===== src/sv/pvbp_pkg.sv =====
// Package for the prefix varint bit packer.
// Holds the code constants, the configuration register map and the encoder result type.
// No dependencies.
package pvbp_pkg;

  localparam int unsigned ValueW    = 32;
  localparam int unsigned AccW      = 48;
  localparam int unsigned ByteCntW  = 3;
  localparam int unsigned PendW     = 7;
  localparam int unsigned PendCntW  = 3;
  localparam int unsigned LenW      = 6;
  localparam int unsigned LimitW    = 7;
  localparam int unsigned ApbAddrW  = 3;
  localparam int unsigned ApbDataW  = 32;

  localparam logic [LimitW-1:0] LimitReset = 7'd100;
  localparam logic [LimitW-1:0] LimitCap   = 7'd126;
  localparam logic [LimitW-1:0] LimitTop   = 7'd127;

  localparam logic [7:0] PrefixThree = 8'h7f;
  localparam logic [7:0] PrefixFour  = 8'hff;

  localparam logic [LenW-1:0] LenOne   = 6'd7;
  localparam logic [LenW-1:0] LenTwo   = 6'd14;
  localparam logic [LenW-1:0] LenThree = 6'd32;
  localparam logic [LenW-1:0] LenFour  = 6'd40;

  // Register index is taken from the word address bit.
  localparam logic RegIdxLimit = 1'b0;

  typedef struct packed {
    logic [AccW-1:0]     acc;
    logic [ByteCntW-1:0] nbytes;
    logic                last;
    logic [PendW-1:0]    pend_bits;
    logic [PendCntW-1:0] pend_cnt;
  } enc_res_t;

endpackage


===== src/sv/pvbp_encode.sv =====
// Combinational encoder of the prefix varint bit packer.
// Builds the prefix code of one value, merges it with the pending bits and counts bytes.
// Depends on pvbp_pkg.
module pvbp_encode (
  input  logic [pvbp_pkg::ValueW-1:0]   value_i,
  input  logic                          last_i,
  input  logic [pvbp_pkg::LimitW-1:0]   limit_i,
  input  logic [pvbp_pkg::PendW-1:0]    pend_bits_i,
  input  logic [pvbp_pkg::PendCntW-1:0] pend_cnt_i,
  output pvbp_pkg::enc_res_t            res_o
);
  import pvbp_pkg::*;

  logic [LimitW-1:0]   lim;
  logic                is_one;
  logic                is_two;
  logic [ValueW:0]     off;
  logic [ValueW-7:0]   hi;
  logic [LimitW-1:0]   room;
  logic [LimitW-1:0]   two_low;
  logic [39:0]         code;
  logic [LenW-1:0]     len;
  logic [AccW-1:0]     acc;
  logic [LenW-1:0]     total;
  logic [ByteCntW-1:0] nfull;
  logic                extra;
  logic [AccW-1:0]     rest;

  always_comb begin
    lim     = (limit_i == LimitTop) ? LimitCap : limit_i;
    is_one  = value_i < {{(ValueW-LimitW){1'b0}}, lim};
    off     = {1'b0, value_i} - {{(ValueW+1-LimitW){1'b0}}, lim} + 33'd1;
    hi      = off[ValueW:7];
    room    = LimitTop - lim;
    is_two  = (hi[ValueW-7:7] == '0) && (hi[6:0] < room);
    two_low = lim + hi[6:0];

    if (is_one) begin
      code = {{(40-LimitW){1'b0}}, value_i[6:0]};
      len  = LenOne;
    end else if (is_two) begin
      code = {26'd0, off[6:0], two_low};
      len  = LenTwo;
    end else if (value_i[31:24] == 8'd0) begin
      code = {8'd0, value_i[23:0], PrefixThree};
      len  = LenThree;
    end else begin
      code = {value_i, PrefixFour};
      len  = LenFour;
    end

    acc   = ({8'd0, code} << pend_cnt_i) | {{(AccW-PendW){1'b0}}, pend_bits_i};
    total = len + {{(LenW-PendCntW){1'b0}}, pend_cnt_i};
    nfull = total[5:3];
    extra = last_i && (total[2:0] != 3'd0);
    rest  = acc >> {nfull, 3'b000};

    res_o.acc    = acc;
    res_o.nbytes = nfull + {{(ByteCntW-1){1'b0}}, extra};
    res_o.last   = last_i;
    if (last_i) begin
      res_o.pend_bits = '0;
      res_o.pend_cnt  = '0;
    end else begin
      res_o.pend_bits = rest[PendW-1:0];
      res_o.pend_cnt  = total[2:0];
    end
  end

endmodule


===== src/sv/prefix_varint_bit_packer.sv =====
// Prefix varint bit packer, top level.
// Streams 32-bit values in, packed code bytes out; holds the APB register and the datapath.
// Depends on pvbp_pkg and pvbp_encode.
//
// Each value is coded in 7, 14, 32 or 40 bits and appended LSB-first to a running bit
// stream; every full byte leaves on the output stream, and a value sent with tlast also
// flushes the partial byte with zero padding and marks its final byte with tlast. The block
// sends one byte per cycle while m_axis_tready takes them; a value yields zero to six bytes.
// A value passes an input register, is encoded into a byte shift register, and each byte
// goes through an output register. The one_byte_limit register is at byte address 0 and
// must be written only while the block is idle.
module prefix_varint_bit_packer (
  input  logic                            clk_i,
  input  logic                            rst_ni,
  input  logic                            s_axis_tvalid,
  output logic                            s_axis_tready,
  input  logic [31:0]                     s_axis_tdata,  // [31:0] value
  input  logic                            s_axis_tlast,
  output logic                            m_axis_tvalid,
  input  logic                            m_axis_tready,
  output logic [7:0]                      m_axis_tdata,  // [7:0] code_byte
  output logic                            m_axis_tlast,
  input  logic                            psel,
  input  logic                            penable,
  input  logic                            pwrite,
  input  logic [pvbp_pkg::ApbAddrW-1:0]   paddr,
  input  logic [pvbp_pkg::ApbDataW-1:0]   pwdata,
  output logic [pvbp_pkg::ApbDataW-1:0]   prdata,
  output logic                            pready
);
  import pvbp_pkg::*;

  logic [LimitW-1:0]   limit_q;
  logic                in_valid_q;
  logic [ValueW-1:0]   in_value_q;
  logic                in_last_q;
  logic [PendW-1:0]    pend_bits_q;
  logic [PendCntW-1:0] pend_cnt_q;
  logic [AccW-1:0]     work_data_q;
  logic [ByteCntW-1:0] work_cnt_q;
  logic                work_last_q;
  logic                out_valid_q;
  logic [7:0]          out_data_q;
  logic                out_last_q;
  logic                s_accept;
  logic                out_load;
  logic                work_free;
  logic                in_move;
  logic                cfg_write;
  enc_res_t            enc;

  assign pready    = 1'b1;
  assign cfg_write = psel && penable && pwrite && (paddr[2] == RegIdxLimit);
  assign prdata    = (paddr[2] == RegIdxLimit) ? {{(ApbDataW-LimitW){1'b0}}, limit_q} : '0;

  always_ff @(posedge clk_i or negedge rst_ni) begin
    if (!rst_ni) begin
      limit_q <= LimitReset;
    end else if (cfg_write) begin
      limit_q <= pwdata[LimitW-1:0];
    end
  end

  assign out_load      = (work_cnt_q != '0) && (!out_valid_q || m_axis_tready);
  assign work_free     = (work_cnt_q == '0) || ((work_cnt_q == ByteCntW'(1)) && out_load);
  assign in_move       = in_valid_q && work_free;
  assign s_axis_tready = !in_valid_q || in_move;
  assign s_accept      = s_axis_tvalid && s_axis_tready;

  always_ff @(posedge clk_i or negedge rst_ni) begin
    if (!rst_ni) begin
      in_valid_q <= 1'b0;
    end else if (s_accept) begin
      in_valid_q <= 1'b1;
    end else if (in_move) begin
      in_valid_q <= 1'b0;
    end
  end

  always_ff @(posedge clk_i) begin
    if (s_accept) begin
      in_value_q <= s_axis_tdata;
      in_last_q  <= s_axis_tlast;
    end
  end

  pvbp_encode u_encode (
    .value_i     (in_value_q),
    .last_i      (in_last_q),
    .limit_i     (limit_q),
    .pend_bits_i (pend_bits_q),
    .pend_cnt_i  (pend_cnt_q),
    .res_o       (enc)
  );

  always_ff @(posedge clk_i or negedge rst_ni) begin
    if (!rst_ni) begin
      pend_bits_q <= '0;
      pend_cnt_q  <= '0;
      work_cnt_q  <= '0;
    end else if (in_move) begin
      pend_bits_q <= enc.pend_bits;
      pend_cnt_q  <= enc.pend_cnt;
      work_cnt_q  <= enc.nbytes;
    end else if (out_load) begin
      work_cnt_q  <= work_cnt_q - ByteCntW'(1);
    end
  end

  always_ff @(posedge clk_i) begin
    if (in_move) begin
      work_data_q <= enc.acc;
      work_last_q <= enc.last;
    end else if (out_load) begin
      work_data_q <= work_data_q >> 8;
    end
  end

  always_ff @(posedge clk_i or negedge rst_ni) begin
    if (!rst_ni) begin
      out_valid_q <= 1'b0;
    end else if (out_load) begin
      out_valid_q <= 1'b1;
    end else if (m_axis_tready) begin
      out_valid_q <= 1'b0;
    end
  end

  always_ff @(posedge clk_i) begin
    if (out_load) begin
      out_data_q <= work_data_q[7:0];
      out_last_q <= work_last_q && (work_cnt_q == ByteCntW'(1));
    end
  end

  assign m_axis_tvalid = out_valid_q;
  assign m_axis_tdata  = out_data_q;
  assign m_axis_tlast  = out_last_q;

  a_work_cnt_range: assert property (@(posedge clk_i) disable iff (!rst_ni)
    work_cnt_q <= ByteCntW'(6))
    else $error("Byte count of the work register exceeds six.");

  a_pend_clean: assert property (@(posedge clk_i) disable iff (!rst_ni)
    (pend_cnt_q == '0) |-> (pend_bits_q == '0))
    else $error("Pending bits are set while the pending count is zero.");

  a_input_held: assert property (@(posedge clk_i) disable iff (!rst_ni)
    (in_valid_q && !in_move) |=> in_valid_q)
    else $error("An input transaction was dropped before encoding.");

endmodule

===== config.mk =====
export PLATFORM = sky130hd
export DESIGN_NAME = prefix_varint_bit_packer
export DESIGN_NICKNAME = d
export VERILOG_FILES = /design/src/sv/pvbp_pkg.sv /design/src/sv/pvbp_encode.sv /design/src/sv/prefix_varint_bit_packer.sv
export SDC_FILE = /design/constraint.sdc
export NUM_CORES = 1
export LEC_CHECK = 0
export BUFFER_PORTS_ARGS = -buffer_cell sky130_fd_sc_hd__buf_4
export CAP_MARGIN = 20
export CORE_MARGIN = 3
export CORE_UTILIZATION = 35
export DETAILED_ROUTE_END_ITERATION = 12
export PLACE_DENSITY = 0.58
export REMOVE_ABC_BUFFERS = 1
export SETUP_SLACK_MARGIN = 0.2
export SYNTH_ARGS = -nofsm -noshare
export SYNTH_HDL_FRONTEND = slang
export SYNTH_SLANG_ARGS = --single-unit

===== constraint.sdc =====
create_clock -name clk_i -period 6.3 [get_ports clk_i]
set_input_delay 0.63 -clock clk_i [delete_from_list [all_inputs] [get_ports clk_i]]
set_output_delay 0.63 -clock clk_i [all_outputs]
set_load 0.02 [all_outputs]

---- Word level (Yosys, flattened, before mapping) ----
Cells that the tools add are included.
word-level totals
  output and inout port bits .............. 44
  logic and storage cells ................. 67
  register bits ........................... 113
  input bits .............................. 75
operators by class
  reduce and logical (&&, ||, !) cells .... 23
  add/subtract/negate cells ............... 7
  bitwise operators ....................... 2
  shift operators ......................... 2
  equal/unequal tests ..................... 2
  $lt $le $gt $ge ......................... 2
  multiplexer cells ....................... 17
operator list
  cell                                                              count
  40-bit 2-to-1 mux                                                 3
  48-bit 2-to-1 mux                                                 2
  48-bit by 7-bit OR with 48-bit output                             1
  40-bit by 3-bit left shift with 48-bit output                     1
  48-bit by 6-bit right shift with 7-bit output                     1
  33-bit by 1-bit adder with 33-bit output (second input constant)  1
  32-bit by 7-bit subtractor with 33-bit output                     1
  32-bit by 7-bit < comparator with 1-bit output                    1
  19-bit zero test                                                  1
  7-bit 2-to-1 mux                                                  2
  6-bit 2-to-1 mux                                                  2
  1-bit logical AND                                                 10
  10-bit 2-to-1 mux                                                 1
  8-bit zero test                                                   1
  7-bit adder                                                       1
  7-bit == test (second input constant)                             1
  7-bit < comparator                                                1
  7-bit subtractor (first input constant)                           1
  6-bit by 3-bit adder with 6-bit output                            1
  3-bit 2-to-1 mux                                                  2
  2-bit nonzero test                                                3
  3-bit nonzero test                                                2
  1-bit 2-to-1 mux                                                  4
  4-bit 2-to-1 mux                                                  1
  other kinds (7)                                                   10

---- Longest topological paths before layout ----
Gate-level depths: netlist of the first run.
  depth in word-level cells ............... 13
  depth in mapped cells ................... 32

---- Cells and area by module ----
From an unflattened synthesis of the first run, not the netlist that was laid out.
second synthesis, totals
  cells, all modules ...................... 1142
  area, all modules ....................... 10548.9 µm²
by module, submodules not included
  module                    cells an instance  sequential area each (µm²)  instances  area each (µm²)
  pvbp_encode               895                0.0                         1          6065.8
  prefix_varint_bit_packer  247                3286.9                      1          4483.0

---- Least setup slack after synthesis of the first run ----
No wires, ideal clock.
  kind .................................... register to register
  start ................................... reg limit_q[1]
  end ..................................... reg work_cnt_q[2]
  data arrival time ....................... 6.920 ns
  path slack .............................. -0.703 ns
  stages on the path, launching flop included .. 30
  data required time ...................... 6.217 ns
  period minus slack after synthesis ...... 7.003 ns
  buffers on the path ..................... 1
  library setup time ...................... 0.083 ns
  cells stage by stage .................... dfrtp_1 > nand4_1 > o21ai_0 > ha_1 > ha_1 > fa_1 > a211oi_1 > o21ai_1 > a21boi_0 > o21ai_0 > xnor2_1 > ha_1 > a2111oi_0 > a21oi_1 > a2111o_1 > or4_1 > nor4_1 > o2111ai_1 > nand4b_4 > and2_1 > inv_1 > ha_1 > a21o_1 > a21oi_1 > o311ai_1 > buf_2 > ha_1 > ha_1 > xor2_1 > o21ai_0
on the way
  cells in the longest elaborated chain, start to end .. 13
  elaborated cells on any way between the ends .. 16
ends and longest elaborated chain
  what                                                           RTL line                         RTL
  start, declared                                                prefix_varint_bit_packer.sv:33   logic [LimitW-1:0] limit_q;
  start signal, assigned                                         prefix_varint_bit_packer.sv:58   limit_q <= LimitReset;
  start signal, assigned                                         prefix_varint_bit_packer.sv:60   limit_q <= pwdata[LimitW-1:0];
  7-bit == test                                                  pvbp_encode.sv:30                lim = (limit_i == LimitTop) ? LimitCap : limit_i;
  7-bit 2-to-1 mux *                                             pvbp_encode.sv:30
  32-bit by 7-bit subtractor with 33-bit output                  pvbp_encode.sv:32                off = {1'b0, value_i} - {{(ValueW+1-LimitW){1'b0}}, lim} + 33'd1;
  33-bit by 1-bit adder with 33-bit output                       pvbp_encode.sv:32
  7-bit < comparator / 19-bit zero test (equally long branches)  pvbp_encode.sv:35                is_two = (hi[ValueW-7:7] == '0) && (hi[6:0] < room);
  1-bit logical AND                                              pvbp_encode.sv:35
  6-bit 2-to-1 mux                                               pvbp_encode.sv:41                end else if (is_two) begin
  6-bit 2-to-1 mux *                                             pvbp_encode.sv:38                if (is_one) begin
  6-bit by 3-bit adder with 6-bit output *                       pvbp_encode.sv:53                total = len + {{(LenW-PendCntW){1'b0}}, pend_cnt_i};
  3-bit nonzero test                                             pvbp_encode.sv:55                extra = last_i && (total[2:0] != 3'd0);
  1-bit logical AND                                              pvbp_encode.sv:55
  3-bit by 1-bit adder with 3-bit output *                       pvbp_encode.sv:59                res_o.nbytes = nfull + {{(ByteCntW-1){1'b0}}, extra};
  3-bit 2-to-1 mux *                                             prefix_varint_bit_packer.sv:101  end else if (in_move) begin
  end signal, assigned                                           prefix_varint_bit_packer.sv:104  work_cnt_q <= enc.nbytes;
  end signal, assigned                                           prefix_varint_bit_packer.sv:106  work_cnt_q <= work_cnt_q - ByteCntW'(1);
  end, declared                                                  prefix_varint_bit_packer.sv:40   logic [ByteCntW-1:0] work_cnt_q;
Mark *: on every way between the ends. The rest lies on a longest branch, timed or not.
A chain may end at the register's enable or synchronous reset.

---- Final worst setup path of the first run ----
  start ................................... reg limit_q[2]
  end ..................................... reg pend_bits_q[3]
on the way
  cells in the longest elaborated chain, start to end .. 12
  elaborated cells on any way between the ends .. 19
ends and longest elaborated chain
  what                                                                                   RTL line                         RTL
  7-bit == test                                                                          pvbp_encode.sv:30
  7-bit 2-to-1 mux *                                                                     pvbp_encode.sv:30
  branches (longest 8 deep; another with 32-bit by 7-bit subtractor with 33-bit output)  -
  48-bit by 6-bit right shift with 7-bit output *                                        pvbp_encode.sv:56                rest = acc >> {nfull, 3'b000};
  10-bit 2-to-1 mux *                                                                    pvbp_encode.sv:61                if (last_i) begin
  end signal, assigned                                                                   prefix_varint_bit_packer.sv:102  pend_bits_q <= enc.pend_bits;
  end, declared                                                                          prefix_varint_bit_packer.sv:37   logic [PendW-1:0] pend_bits_q;
Mark *: on every way between the ends.

==> results of run 1 <==
==> sequential cells by signal (all words and copies together) (netlist names), 3 cells and up <==
signal,cells
pend_cnt_q,3
work_cnt_q,3
limit_q,7
pend_bits_q,7
in_value_q,32
m_axis_tdata,8
work_data_q,47
==> how the worst max path moves through the flow <==
stage                     from  depth (start not counted)             end  slack [ps]
floorplan           limit_q[1]                         28   work_cnt_q[2]       -1130
global placement    limit_q[5]                         31  pend_bits_q[0]        -570
detailed placement  limit_q[5]                         31  pend_bits_q[0]        -780
CTS                 limit_q[2]                         29  pend_bits_q[0]        -350
global route        limit_q[3]                         30  pend_bits_q[0]        -500
finish              limit_q[2]                         31  pend_bits_q[3]        -180
==> power by group <==
| part | internal [mW] | total, mW | switching, mW |
|---|---|---|---|
| logic | 1.51 | 3.67 | 2.16 |
| registers | 1.22 | 1.38 | 0.159 |
| clock network | 0.285 | 0.623 | 0.338 |
==> worst reg2reg max path, delay by kind of cell, from the launching register on <==
family	cells	cell delay (ps)
AND/OR/NAND/NOR	7	1550
AO/OA/AOI/OAI	15	3010
XOR/XNOR	1	130
flip-flops	1	380
buffers and inverters	4	510
adder cells (fa/ha/maj)	4	810
==> metrics by stage <==
stage,std cells,TNS [ps]
6_report,1698,-1060
3_5_place_dp,1661,-6660
2_1_floorplan,1116,-9930
5_1_grt,1698,-4610
4_1_cts,1691,-2760
3_3_place_gp,1661,-4900
==> Yosys cell counts (all sizes together), types with 4 or more instances <==
cell type    n  area, sq um
a2111oi      4         53.8
a211o        4         35.0
a211oi      14          105
a21boi       4         33.8
a21o        12         93.8
a21oi       70          362
a22oi        8         60.1
a31oi       16          100
and2         7         43.8
and3         6         37.5
and4         5         43.8
buf         50          353
clkbuf      35          131
dfrtp       19          475
edfxtp      90         2700
fa           5          100
ha          70          876
inv         76          285
mux2        17          191
mux2i       43          430
mux4         5          113
nand2      152          571
nand2b      24          150
nand3       19         95.1
nand4       13         81.3
nor2        89          339
nor2b       17          106
nor3        26          146
nor3b        9         72.6
nor4         5         31.3
nor4bb       7         76.3
o211a        8         80.1
o211ai      18          140
o21a         9         67.6
o21ai       87          439
o22ai        5         31.3
o31ai       22          165
o41ai        4         35.0
or2          5         31.3
or3         13         87.6
xnor2       16          140
xor2         6         52.6
==> layer usage <==
| layer | GRT usage [%] | up-vias |
|---|---|---|
| met2 | 32.5 | 306 |
| met4 | 5.79 | 0 |
| met3 | 3.02 | 48 |
| li1 | - | 4534 |
| met1 | 26.9 | 4424 |
| met5 | 0 | - |
==> layout make-up <==
class,count,area (sq um)
timing repair buffer,188,1440
multi-input combinational,925,6580
clock inverter,7,85.1
inverter,79,302
clock buffer,9,225
tap,378,473
sequential,112,3260
fill,2799,15900
==> cells by family after synthesis <==
family	synth area share [%]
and+or+nand+nor	20.0
AOI/OAI and AO/OA	21.6
buffers and inverters	7.66
DFF	31.9
adders and majority gates	9.57
muxes	7.20
xor gates and xnor gates	1.89
other	0.0736
==> repair_timing <==
action                                  CTS  global route
endpoints found under the setup margin   14            24
pin swaps                                26            30
setup buffers                            14             6
gates resized for setup                  39            26
==> qor.json, run 1 <==
{
  "status": {"value": "finished, violations left"},
  "violations_in_the_final_reports": {"value": "setup timing"},
  "gp_congestion": {"value": 0.961},
  "number_of_antenna_violations_at_the_first_check_in_global_routing": {"value": 0},
  "final_setup_skew": {"value": 16.1, "unit": "ps"},
  "worstPathArrival": {"value": 6780, "unit": "ps"},
  "r2r_slack": {"value": -180, "unit": "ps"},
  "avgRoutedWirePerCell": {"value": 18.3, "unit": "microns"},
  "cts_max_level": {"value": 3},
  "dieHeight": {"value": 177, "unit": "microns"},
  "post_route_cells_drive_above_1_share": {"value": 23.2, "unit": "%"},
  "detailedPlacementHpwl": {"value": 23500, "unit": "microns"},
  "setup.worst_path.end_class": {"value": "flop"},
  "root_buffer_master": {"value": "clkbuf_16"},
  "via_count": {"value": 9312},
  "die_width": {"value": 177, "unit": "microns"},
  "holdWs": {"value": 139, "unit": "ps"},
  "finish.net_count": {"value": 1465},
  "routed-wl-met2": {"value": 14600, "unit": "microns"},
  "fin_util": {"value": 43.8, "unit": "%"},
  "synth.lib_cells_used.distinct": {"value": 98},
  "routed_wirelength": {"value": 31100, "unit": "microns"},
  "pwr_density_cell": {"value": 458, "unit": "mW/mm^2"},
  "timing.critical_path.fanout_max": {"value": 8},
  "globalRoute.totalOverflow": {"value": 0},
  "regToRegStartpoint": {"value": "limit_q[2]"},
  "synthesis.area_per_instance": {"value": 8.66, "unit": "sq um"},
  "setup_violations": {"value": 9},
  "worstPathRequired": {"value": 6600, "unit": "ps"},
  "grt_usage": {"value": 19.7, "unit": "%"},
  "synth_seq_cells": {"value": 112},
  "setup_slack": {"value": -179, "unit": "ps"},
  "starting_density_of_the_core": {"value": 36.1, "unit": "%"},
  "layout_common_cells": {"value": "183 x buf_4, 150 x nand2_1, 90 x edfxtp_1"},
  "synth_edf_count": {"value": 90},
  "worst-setup-path-type": {"value": "flop to flop"},
  "timing.hold.worst.class": {"value": "input port to async pin"},
  "max-clock-path-buffers": {"value": 2},
  "detail_route.first_pass.iterations": {"value": 6},
  "number_of_core_rows": {"value": 61},
  "first_global_vias": {"value": 8933},
  "slowest_cell_on_the_critical_path": {"value": "or4_4"},
  "layout_worst_path_cycle_share": {"value": 103, "unit": "%"},
  "reg2reg_to": {"value": "pend_bits_q[3]"},
  "cts.reportedPaths.clkPinSlew": {"value": 100, "unit": "ps"},
  "tritoncts": {"value": "done"},
  "drc_errors": {"value": 0},
  "detailroute.wirelength.met3": {"value": 1820, "unit": "microns"},
  "fin_area": {"value": 0.0124, "unit": "sq mm"},
  "synth_sequential_area_ratio": {"value": 31.9, "unit": "%"},
  "vdd_ir_drop_max": {"value": 200, "unit": "uV"},
  "rsz_0062_raised_after_global_routing": {"value": "true"},
  "drt-met1-wl": {"value": 13900, "unit": "microns"},
  "drt.antenna.violating_nets": {"value": 0},
  "antenna_cells_inserted": {"value": 0},
  "path_delay_family": {"value": "compound AO/OA/AOI/OAI gates"},
  "slew-limit-headroom": {"value": 38.4, "unit": "%"},
  "timing.reg2reg.worst_path_depth": {"value": 31},
  "io_buffers": {"value": 65},
  "cp-start-kind": {"value": "flop"},
  "design_power_total": {"value": 5.67, "unit": "mW"},
  "yosys_warnings": {"value": 0},
  "dpl_worst_slack": {"value": -777, "unit": "ps"},
  "power_leakage": {"value": 5.19, "unit": "nW"},
  "period_needed": {"value": 6480, "unit": "ps"},
  "post_synth_inst_count": {"value": 1177},
  "total_clock_buffers_created_by_cts": {"value": 9},
  "layout.cells.most_common": {"value": "buf_4"},
  "clock_latency": {"value": 390, "unit": "ps"},
  "cp_num_buf_inv": {"value": 4},
  "core-area": {"value": 0.0282, "unit": "sq mm"},
  "postPlaceCellArea": {"value": 0.0116, "unit": "sq mm"},
  "maxSlewViolCount": {"value": 0},
  "synthesis.area": {"value": 0.0102, "unit": "sq mm"},
  "fmax": {"value": 0.154, "unit": "GHz"},
  "cap_viol_max_count": {"value": 0},
  "dominantRegCellSynth": {"value": "edfxtp_1"},
  "io_pins": {"value": 119},
  "routed.top_layer": {"value": "met4"},
  "clock_sink_count": {"value": 112},
  "drtIter0Drc": {"value": 882},
  "ys_async_sr_fraction": {"value": 19.6, "unit": "%"},
  "route.detailed.vias_per_inst": {"value": 5.48},
  "ctsHoldBuffers": {"value": 0},
  "pin_count_of_the_biggest_net_entering_global_routing": {"value": 77},
  "tightestPinTransition": {"value": 921, "unit": "ps"},
  "first_pass_grt_wire_length": {"value": 48400, "unit": "microns"},
  "critical-path-max-stage-delay": {"value": 500, "unit": "ps"},
  "final_hold_viol_count": {"value": 0},
  "area_growth_syn_to_layout": {"value": 21.2, "unit": "%"},
  "design.die.area": {"value": 0.0312, "unit": "sq mm"}
}
Note: power is estimated with default switching activity, not from simulation.
==> run 2: changes to the inputs <==
Settings changed: CORE_MARGIN 3 to 1.
==> run 2 against run 1 <==
  * The flow still finishes with violations (setup timing)
  * Final cell count rose by 2.7%
  * Critical path depth rose by 14
  * Sequential power barely moved
  * Critical endpoint is now prdata[2]
==> qor.json, run 2 (same netlist as run 1, synthesis figures left out) <==
{
  "status": {"value": "finished, violations left", "change": "unchanged"},
  "violations_in_the_final_reports": {"value": "setup timing", "change": "unchanged"},
  "ctsHoldBuffers": {"value": 0, "change": "unchanged"},
  "layout.cells.most_common": {"value": "buf_4", "change": "unchanged"},
  "pin_count_of_the_biggest_net_entering_global_routing": {"value": 78, "change": "was 77"},
  "timing.critical_path.fanout_max": {"value": 3, "change": "was 8"},
  "critical-path-max-stage-delay": {"value": 570, "unit": "ps", "change": "was 500 ps"},
  "detailedPlacementHpwl": {"value": 24100, "unit": "microns", "change": "was 23,500 microns"},
  "final_setup_skew": {"value": 12.9, "unit": "ps", "change": "was 16.1 ps"},
  "total_clock_buffers_created_by_cts": {"value": 9, "change": "unchanged"},
  "slew-limit-headroom": {"value": 36.8, "unit": "%", "change": "was 38.4%"},
  "first_pass_grt_wire_length": {"value": 50700, "unit": "microns", "change": "was 48,400 microns"},
  "gp_congestion": {"value": 0.939, "change": "was 0.961"},
  "slowest_cell_on_the_critical_path": {"value": "dfstp_2", "change": "was or4_4"},
  "setup_violations": {"value": 11, "change": "was 9"},
  "die_width": {"value": 173, "unit": "microns", "change": "was 177 microns"},
  "worstPathRequired": {"value": 5670, "unit": "ps", "change": "was 6600 ps"},
  "layout_common_cells": {"value": "201 x buf_4, 149 x nand2_1, 90 x edfxtp_1", "change": "was 183 x buf_4, 150 x nand2_1, 90 x edfxtp_1"},
  "worst-setup-path-type": {"value": "flop to output pin", "change": "was flop to flop"},
  "first_global_vias": {"value": 9236, "change": "was 8,933"},
  "power_leakage": {"value": 5.38, "unit": "nW", "change": "was 5.19 nW"},
  "cap_viol_max_count": {"value": 0, "change": "unchanged"},
  "largest_reg_flops": {"value": 47, "change": "unchanged"},
  "cts.reportedPaths.clkPinSlew": {"value": 90, "unit": "ps", "change": "was 100 ps"},
  "avgRoutedWirePerCell": {"value": 18.6, "unit": "microns", "change": "was 18.3 microns"},
  "maxSlewViolCount": {"value": 0, "change": "unchanged"},
  "detail_route.first_pass.iterations": {"value": 7, "change": "was 6"},
  "globalRoute.totalOverflow": {"value": 0, "change": "unchanged"},
  "area_growth_syn_to_layout": {"value": 25.2, "unit": "%", "change": "was 21.2%"},
  "fin_setup_tns": {"value": -1780, "unit": "ps", "change": "was -1060 ps"},
  "max_flop_register": {"value": "work_data_q", "change": "unchanged"},
  "number_of_antenna_violations_at_the_first_check_in_global_routing": {"value": 0, "change": "unchanged"},
  "tritoncts": {"value": "done", "change": "unchanged"},
  "dpl_worst_slack": {"value": -784, "unit": "ps", "change": "was -777 ps"},
  "core-area": {"value": 0.0287, "unit": "sq mm", "change": "was 0.0282 sq mm"},
  "setup_slack": {"value": -311, "unit": "ps", "change": "was -179 ps"},
  "drc_errors": {"value": 0, "change": "unchanged"},
  "io_buffers": {"value": 65, "change": "unchanged"},
  "worstPathArrival": {"value": 5980, "unit": "ps", "change": "was 6780 ps"},
  "cp_num_buf_inv": {"value": 44, "change": "was 4"},
  "timing.reg2reg.worst_path_depth": {"value": 29, "change": "was 31"},
  "vdd_ir_drop_max": {"value": 222, "unit": "uV", "change": "was 200 uV"},
  "cp-start-kind": {"value": "flop", "change": "unchanged"},
  "root_buffer_master": {"value": "clkbuf_16", "change": "unchanged"},
  "dieHeight": {"value": 173, "unit": "microns", "change": "was 177 microns"},
  "setup.worst_path.end_class": {"value": "output pin", "change": "was flop"},
  "max-clock-path-buffers": {"value": 2, "change": "unchanged"},
  "pwr_density_cell": {"value": 460, "unit": "mW/mm^2", "change": "was 458 mW/mm^2"},
  "cts_max_level": {"value": 3, "change": "unchanged"},
  "via_count": {"value": 9530, "change": "was 9,312"},
  "tightestPinTransition": {"value": 947, "unit": "ps", "change": "was 921 ps"},
  "starting_density_of_the_core": {"value": 35.5, "unit": "%", "change": "was 36.1%"},
  "io_pins": {"value": 119, "change": "unchanged"},
  "period_needed": {"value": 6610, "unit": "ps", "change": "was 6480 ps"},
  "timing.hold.worst.class": {"value": "input port to async pin", "change": "unchanged"},
  "clock_latency": {"value": 380, "unit": "ps", "change": "was 390 ps"},
  "design.die.area": {"value": 0.0298, "unit": "sq mm", "change": "was 0.0312 sq mm"},
  "drtIter0Drc": {"value": 775, "change": "was 882"},
  "finish.net_count": {"value": 1505, "change": "was 1,465"},
  "fmax": {"value": 0.151, "unit": "GHz", "change": "was 0.154 GHz"},
  "number_of_core_rows": {"value": 62, "change": "was 61"},
  "cp_common_cell": {"value": "buf_6"},
  "layout_worst_path_cycle_share": {"value": 105, "unit": "%", "change": "was 103%"},
  "antenna_cells_inserted": {"value": 0, "change": "unchanged"},
  "path_delay_family": {"value": "buffers and inverters", "change": "was compound AO/OA/AOI/OAI gates"},
  "route.detailed.vias_per_inst": {"value": 5.46, "change": "was 5.48"},
  "rsz_0062_raised_after_global_routing": {"value": "true", "change": "unchanged"},
  "grt_usage": {"value": 21.4, "unit": "%", "change": "was 19.7%"},
  "routed_wirelength": {"value": 32400, "unit": "microns", "change": "was 31,100 microns"},
  "final_hold_viol_count": {"value": 0, "change": "unchanged"},
  "path_length_in_cells_of_the_critical_path": {"value": 45, "change": "was 31"},
  "clock_sink_count": {"value": 112, "change": "unchanged"},
  "layout.filler_cells": {"value": 2826, "change": "was 2,799"},
  "post_route_cells_drive_above_1_share": {"value": 25.7, "unit": "%", "change": "was 23.2%"},
  "drt.antenna.violating_nets": {"value": 0, "change": "unchanged"}
}
-- run 2: per-layer routing --
layer	global-route usage [%]	wire, microns	vias up
met5	0	0	-
met1	28.6	14700	4538
met2	35.7	15200	312
li1	-	-	4628
met3	2.77	1550	52
met4	7.15	922	0
-- run 2: final timing paths --
path / slack (ps) / startpoint / to
worst max-delay path: -310 / limit_q[2] / prdata[2]
worst min-delay path: 140 / rst_ni / limit_q[4]
worst max register to register: -180 / limit_q[2] / pend_bits_q[0]
worst min register to register: 430 / work_data_q[7] / m_axis_tdata[7]
max in group asynchronous: 5860 / rst_ni / limit_q[2]
min in group clk_i: 420 / s_axis_tdata[7] / in_value_q[7]
-- run 2: report_power, final --
| part | leakage [nW] | internal, mW | switching [mW] |
|---|---|---|---|
| Combinational | 4.07 | 1.62 | 2.20 |
| Clock | 0.162 | 0.326 | 0.326 |
| Sequential | 1.15 | 1.22 | 0.175 |
| Total | 5.38 | 3.17 | 2.70 |
-- run 2: area by class of cell --
type                    instances  area, sq um  share of cell area [%]
flip-flops and latches        112         3260                    25.5
well taps                     384          480                    3.76
clock inverters                 7          110                   0.862
repair buffers                227         1800                    14.1
multi-input cells             926         6590                    51.6
clock buffers                   9          225                    1.76
inverters                      79          303                    2.37
-- run 2: worst reg2reg max path: cells and delay by family, from the launching register on --
| kind | cells | cell delay (ps) |
|---|---|---|
| compound gates | 11 | 2300 |
| fa+ha+maj | 4 | 1010 |
| buf+inv | 4 | 520 |
| mux | 1 | 250 |
| xor+xnor | 1 | 130 |
| simple gates | 8 | 1600 |
| flops | 1 | 570 |
-- run 2: repair_timing --
item | in CTS | in global routing
gates cloned | 1 | 0
buffers inserted | 47 | 9
endpoints found under the setup margin | 16 | 28
gates resized for setup | 37 | 56
pin swaps | 18 | 24
-- run 2: stage by stage --
step	util (%)	hold slack (ps)	total power, mW	cells	cell area (sq um)
floorplan	-	334	3.68	1116	9800
global placement	40.4	401	4.83	1671	11600
detailed placement	40.4	407	4.85	1671	11600
CTS	43.4	144	5.70	1735	12500
global route	44.5	157	6.30	1744	12800
finish	44.5	139	5.87	1744	12800
==> run 3: changes to the inputs <==
Settings changed: CORE_UTILIZATION 35 to 25, PLACE_DENSITY 0.58 to 0.46.
==> run 3 against run 2 <==
  * The run still ends with setup timing left
  * Hold slack lost 15 ps
  * Clock power down 8.3%
  * Flip-flop and latch count unchanged
  * Critical path depth is 16 lower
  * Critical endpoint is now pend_bits_q[0]
  * Highest routed layer unchanged
  * Combinational power decreased by 3%
  * Die area up 39%
  * Clock skew up 3.2 ps
  * Sequential power about the same
  * Cell area decreased by 2.3%
  * Utilization fell by 13 points
  * Count of clock-buffer cells in the layout unchanged
  * Non-clock buffer count down 41
==> qor.json, run 3 (same netlist as run 1, synthesis figures left out) <==
{
  "status": {"value": "finished, violations left", "change": "unchanged"},
  "violations_in_the_final_reports": {"value": "setup timing", "change": "unchanged"},
  "routed_wirelength": {"value": 33500, "unit": "microns", "change": "was 32,400 microns"},
  "cts.reportedPaths.clkPinSlew": {"value": 80, "unit": "ps", "change": "was 90 ps"},
  "die_width": {"value": 204, "unit": "microns", "change": "was 173 microns"},
  "vdd_ir_drop_max": {"value": 180, "unit": "uV", "change": "was 222 uV"},
  "cp-start-kind": {"value": "flop", "change": "unchanged"},
  "design.die.area": {"value": 0.0416, "unit": "sq mm", "change": "was 0.0298 sq mm"},
  "tightestPinTransition": {"value": 991, "unit": "ps", "change": "was 947 ps"},
  "pin_count_of_the_biggest_net_entering_global_routing": {"value": 78, "change": "unchanged"},
  "dieHeight": {"value": 204, "unit": "microns", "change": "was 173 microns"},
  "r2r_slack": {"value": -120, "unit": "ps", "change": "was -180 ps"},
  "setup_violations": {"value": 8, "change": "was 11"},
  "tritoncts": {"value": "done", "change": "unchanged"},
  "drc_errors": {"value": 0, "change": "unchanged"},
  "rsz_0062_raised_after_global_routing": {"value": "true", "change": "unchanged"},
  "max-clock-path-buffers": {"value": 2, "change": "unchanged"},
  "timing.critical_path.fanout_max": {"value": 6, "change": "was 3"},
  "sequentialPowerShare": {"value": 24.6, "unit": "%", "change": "was 23.8%"},
  "layout_common_cells": {"value": "179 x buf_4, 148 x nand2_1, 90 x edfxtp_1", "change": "was 201 x buf_4, 149 x nand2_1, 90 x edfxtp_1"},
  "first_global_vias": {"value": 8858, "change": "was 9,236"},
  "antenna_cells_inserted": {"value": 0, "change": "unchanged"},
  "clock_power_share": {"value": 10.5, "unit": "%", "change": "was 11.1%"},
  "finish.net_count": {"value": 1463, "change": "was 1,505"},
  "gp_congestion": {"value": 0.922, "change": "was 0.939"},
  "net-switching-power": {"value": 2.67, "unit": "mW", "change": "was 2.70 mW"},
  "number_of_antenna_violations_at_the_first_check_in_global_routing": {"value": 0, "change": "unchanged"},
  "layout.filler_cells": {"value": 4257, "change": "was 2,826"},
  "critical-path-max-stage-delay": {"value": 570, "unit": "ps", "change": "about the same"},
  "regToRegStartpoint": {"value": "limit_q[2]", "change": "unchanged"},
  "switching_share": {"value": 47.0, "unit": "%", "change": "was 46.0%"},
  "area_growth_syn_to_layout": {"value": 22.3, "unit": "%", "change": "was 25.2%"},
  "final-instance-count-excl-fill": {"value": 1843, "change": "was 1,744"},
  "number_of_core_rows": {"value": 73, "change": "was 62"},
  "drt.antenna.violating_nets": {"value": 0, "change": "unchanged"},
  "detail_route.first_pass.iterations": {"value": 5, "change": "was 7"},
  "clock_sink_count": {"value": 112, "change": "unchanged"},
  "drtIter0Drc": {"value": 525, "change": "was 775"},
  "layout_worst_path_cycle_share": {"value": 102, "unit": "%", "change": "was 105%"},
  "timing.hold.worst.class": {"value": "input port to async pin", "change": "unchanged"},
  "ctsHoldBuffers": {"value": 0, "change": "unchanged"},
  "globalRoute.totalOverflow": {"value": 0, "change": "unchanged"},
  "first_pass_grt_wire_length": {"value": 52000, "unit": "microns", "change": "was 50,700 microns"},
  "worstPathArrival": {"value": 6710, "unit": "ps", "change": "was 5980 ps"},
  "detailedPlacementHpwl": {"value": 26000, "unit": "microns", "change": "was 24,100 microns"},
  "final_hold_viol_count": {"value": 0, "change": "unchanged"},
  "slowest_cell_on_the_critical_path": {"value": "dfstp_2", "change": "unchanged"},
  "design_power_total": {"value": 5.69, "unit": "mW", "change": "was 5.87 mW"},
  "avgRoutedWirePerCell": {"value": 18.2, "unit": "microns", "change": "was 18.6 microns"},
  "layout.cells.most_common": {"value": "buf_4", "change": "unchanged"},
  "place.detailed.instances": {"value": 1813, "change": "was 1,671"},
  "clock_latency": {"value": 390, "unit": "ps", "change": "was 380 ps"},
  "power.share.combinational": {"value": 64.9, "unit": "%", "change": "was 65.1%"},
  "route.detailed.vias_per_inst": {"value": 4.99, "change": "was 5.46"},
  "largest_reg_flops": {"value": 47, "change": "unchanged"},
  "setup.worst_path.end_class": {"value": "flop", "change": "was output pin"},
  "dpl_worst_slack": {"value": -673, "unit": "ps", "change": "was -784 ps"},
  "intPower": {"value": 3.02, "unit": "mW", "change": "was 3.17 mW"},
  "maxSlewViolCount": {"value": 0, "change": "unchanged"},
  "fin_setup_tns": {"value": -601, "unit": "ps", "change": "was -1780 ps"},
  "pwr_density_cell": {"value": 456, "unit": "mW/mm^2", "change": "was 460 mW/mm^2"},
  "grt_usage": {"value": 16.3, "unit": "%", "change": "was 21.4%"},
  "via_count": {"value": 9204, "change": "was 9,530"},
  "final_setup_skew": {"value": 16.2, "unit": "ps", "change": "was 12.9 ps"},
  "cap_viol_max_count": {"value": 0, "change": "unchanged"},
  "fmax": {"value": 0.156, "unit": "GHz", "change": "was 0.151 GHz"},
  "io_buffers": {"value": 65, "change": "unchanged"},
  "root_buffer_master": {"value": "clkbuf_16", "change": "unchanged"},
  "post_route_cells_drive_above_1_share": {"value": 23.1, "unit": "%", "change": "was 25.7%"},
  "setup_slack": {"value": -120, "unit": "ps", "change": "was -311 ps"},
  "critPathLaunch": {"value": "limit_q[2]", "change": "unchanged"},
  "slew-limit-headroom": {"value": 33.7, "unit": "%", "change": "was 36.8%"},
  "max_flop_register": {"value": "work_data_q", "change": "unchanged"},
  "total_clock_buffers_created_by_cts": {"value": 9, "change": "unchanged"},
  "worstPathRequired": {"value": 6590, "unit": "ps", "change": "was 5670 ps"},
  "io_pins": {"value": 119, "change": "unchanged"},
  "period_needed": {"value": 6420, "unit": "ps", "change": "was 6610 ps"},
  "core-area": {"value": 0.0400, "unit": "sq mm", "change": "was 0.0287 sq mm"},
  "worst-setup-path-type": {"value": "flop to flop", "change": "was flop to output pin"},
  "power_leakage": {"value": 5.17, "unit": "nW", "change": "was 5.38 nW"},
  "starting_density_of_the_core": {"value": 25.5, "unit": "%", "change": "was 35.5%"},
  "cts_max_level": {"value": 3, "change": "unchanged"}
}
==> run 3: cell types whose count changed in the layout (fill, tap and decap cells not counted), sizes merged <==
cell and change:
clkinvlp -1, buf -41, o311ai -1, inv +2, bufinv -1
==> run 3: critical path: cells and delay by family (launching register included) <==
kind                     cells  cell delay [ps]
AO/OA/AOI/OAI               11             2310
XOR/XNOR                     1              120
adder cells (fa/ha/maj)      4             1090
buffers and inverters        4              480
flip-flops                   1              570
multiplexers                 1              210
AND/OR/NAND/NOR              8             1530
==> run 3: power by group through the flow <==
stage               clock [mW]  combinational, mW  sequential (mW)
global route             0.645               4.08             1.44
detailed placement           0               3.51             1.41
CTS                      0.627               3.61             1.40
global placement             0               3.51             1.41
finish                   0.597               3.69             1.40
floorplan                    0               2.26             1.42
==> run 3: cell type report <==
type                            instances  area, sq um  area share, %
Multi-Input combinational cell        925         6530           52.3
Sequential cell                       112         3260           26.1
Timing Repair Buffer                  186         1430           11.5
Tap cell                              525          657           5.27
Inverter                               79          300           2.41
Clock buffer                            9          225           1.81
Clock inverter                          7         73.8          0.592
==> run 3: final timing paths <==
check                      cells after the start         endpoint
max                                           29   pend_bits_q[0]
max reg2reg                                   29   pend_bits_q[0]
min                                            1       limit_q[4]
max in group asynchronous                      1       limit_q[2]
min in group clk_i                             1    in_value_q[8]
min reg2reg                                    0  m_axis_tdata[4]
==> run 3: metrics by stage <==
stage                     hold WS [ps]  util [%]  instance area (sq um)
after detailed placement           406      29.5                  11800
after global placement             403      29.5                  11800
final                              124      31.2                  12500
after global routing               142      31.2                  12500
after floorplan                    334         -                   9800
after CTS                          125      30.9                  12300
==> run 3: what timing repair did <==
| action | in CTS | in global routing |
|---|---|---|
| pin swaps | 25 | 18 |
| setup buffers | 10 | 4 |
| setup endpoints to repair | 14 | 22 |
| resized for setup | 42 | 24 |
==> run 3: routing by layer <==
metal / track usage, % / vias to the layer above / share of wire [%]
met4: 5.49 / 0 / 2.0
met2: 25.6 / 267 / 45
met1: 23.0 / 4383 / 48
li1: - / 4524 / -
met3: 1.95 / 30 / 4.4
met5: 0 / - / 0
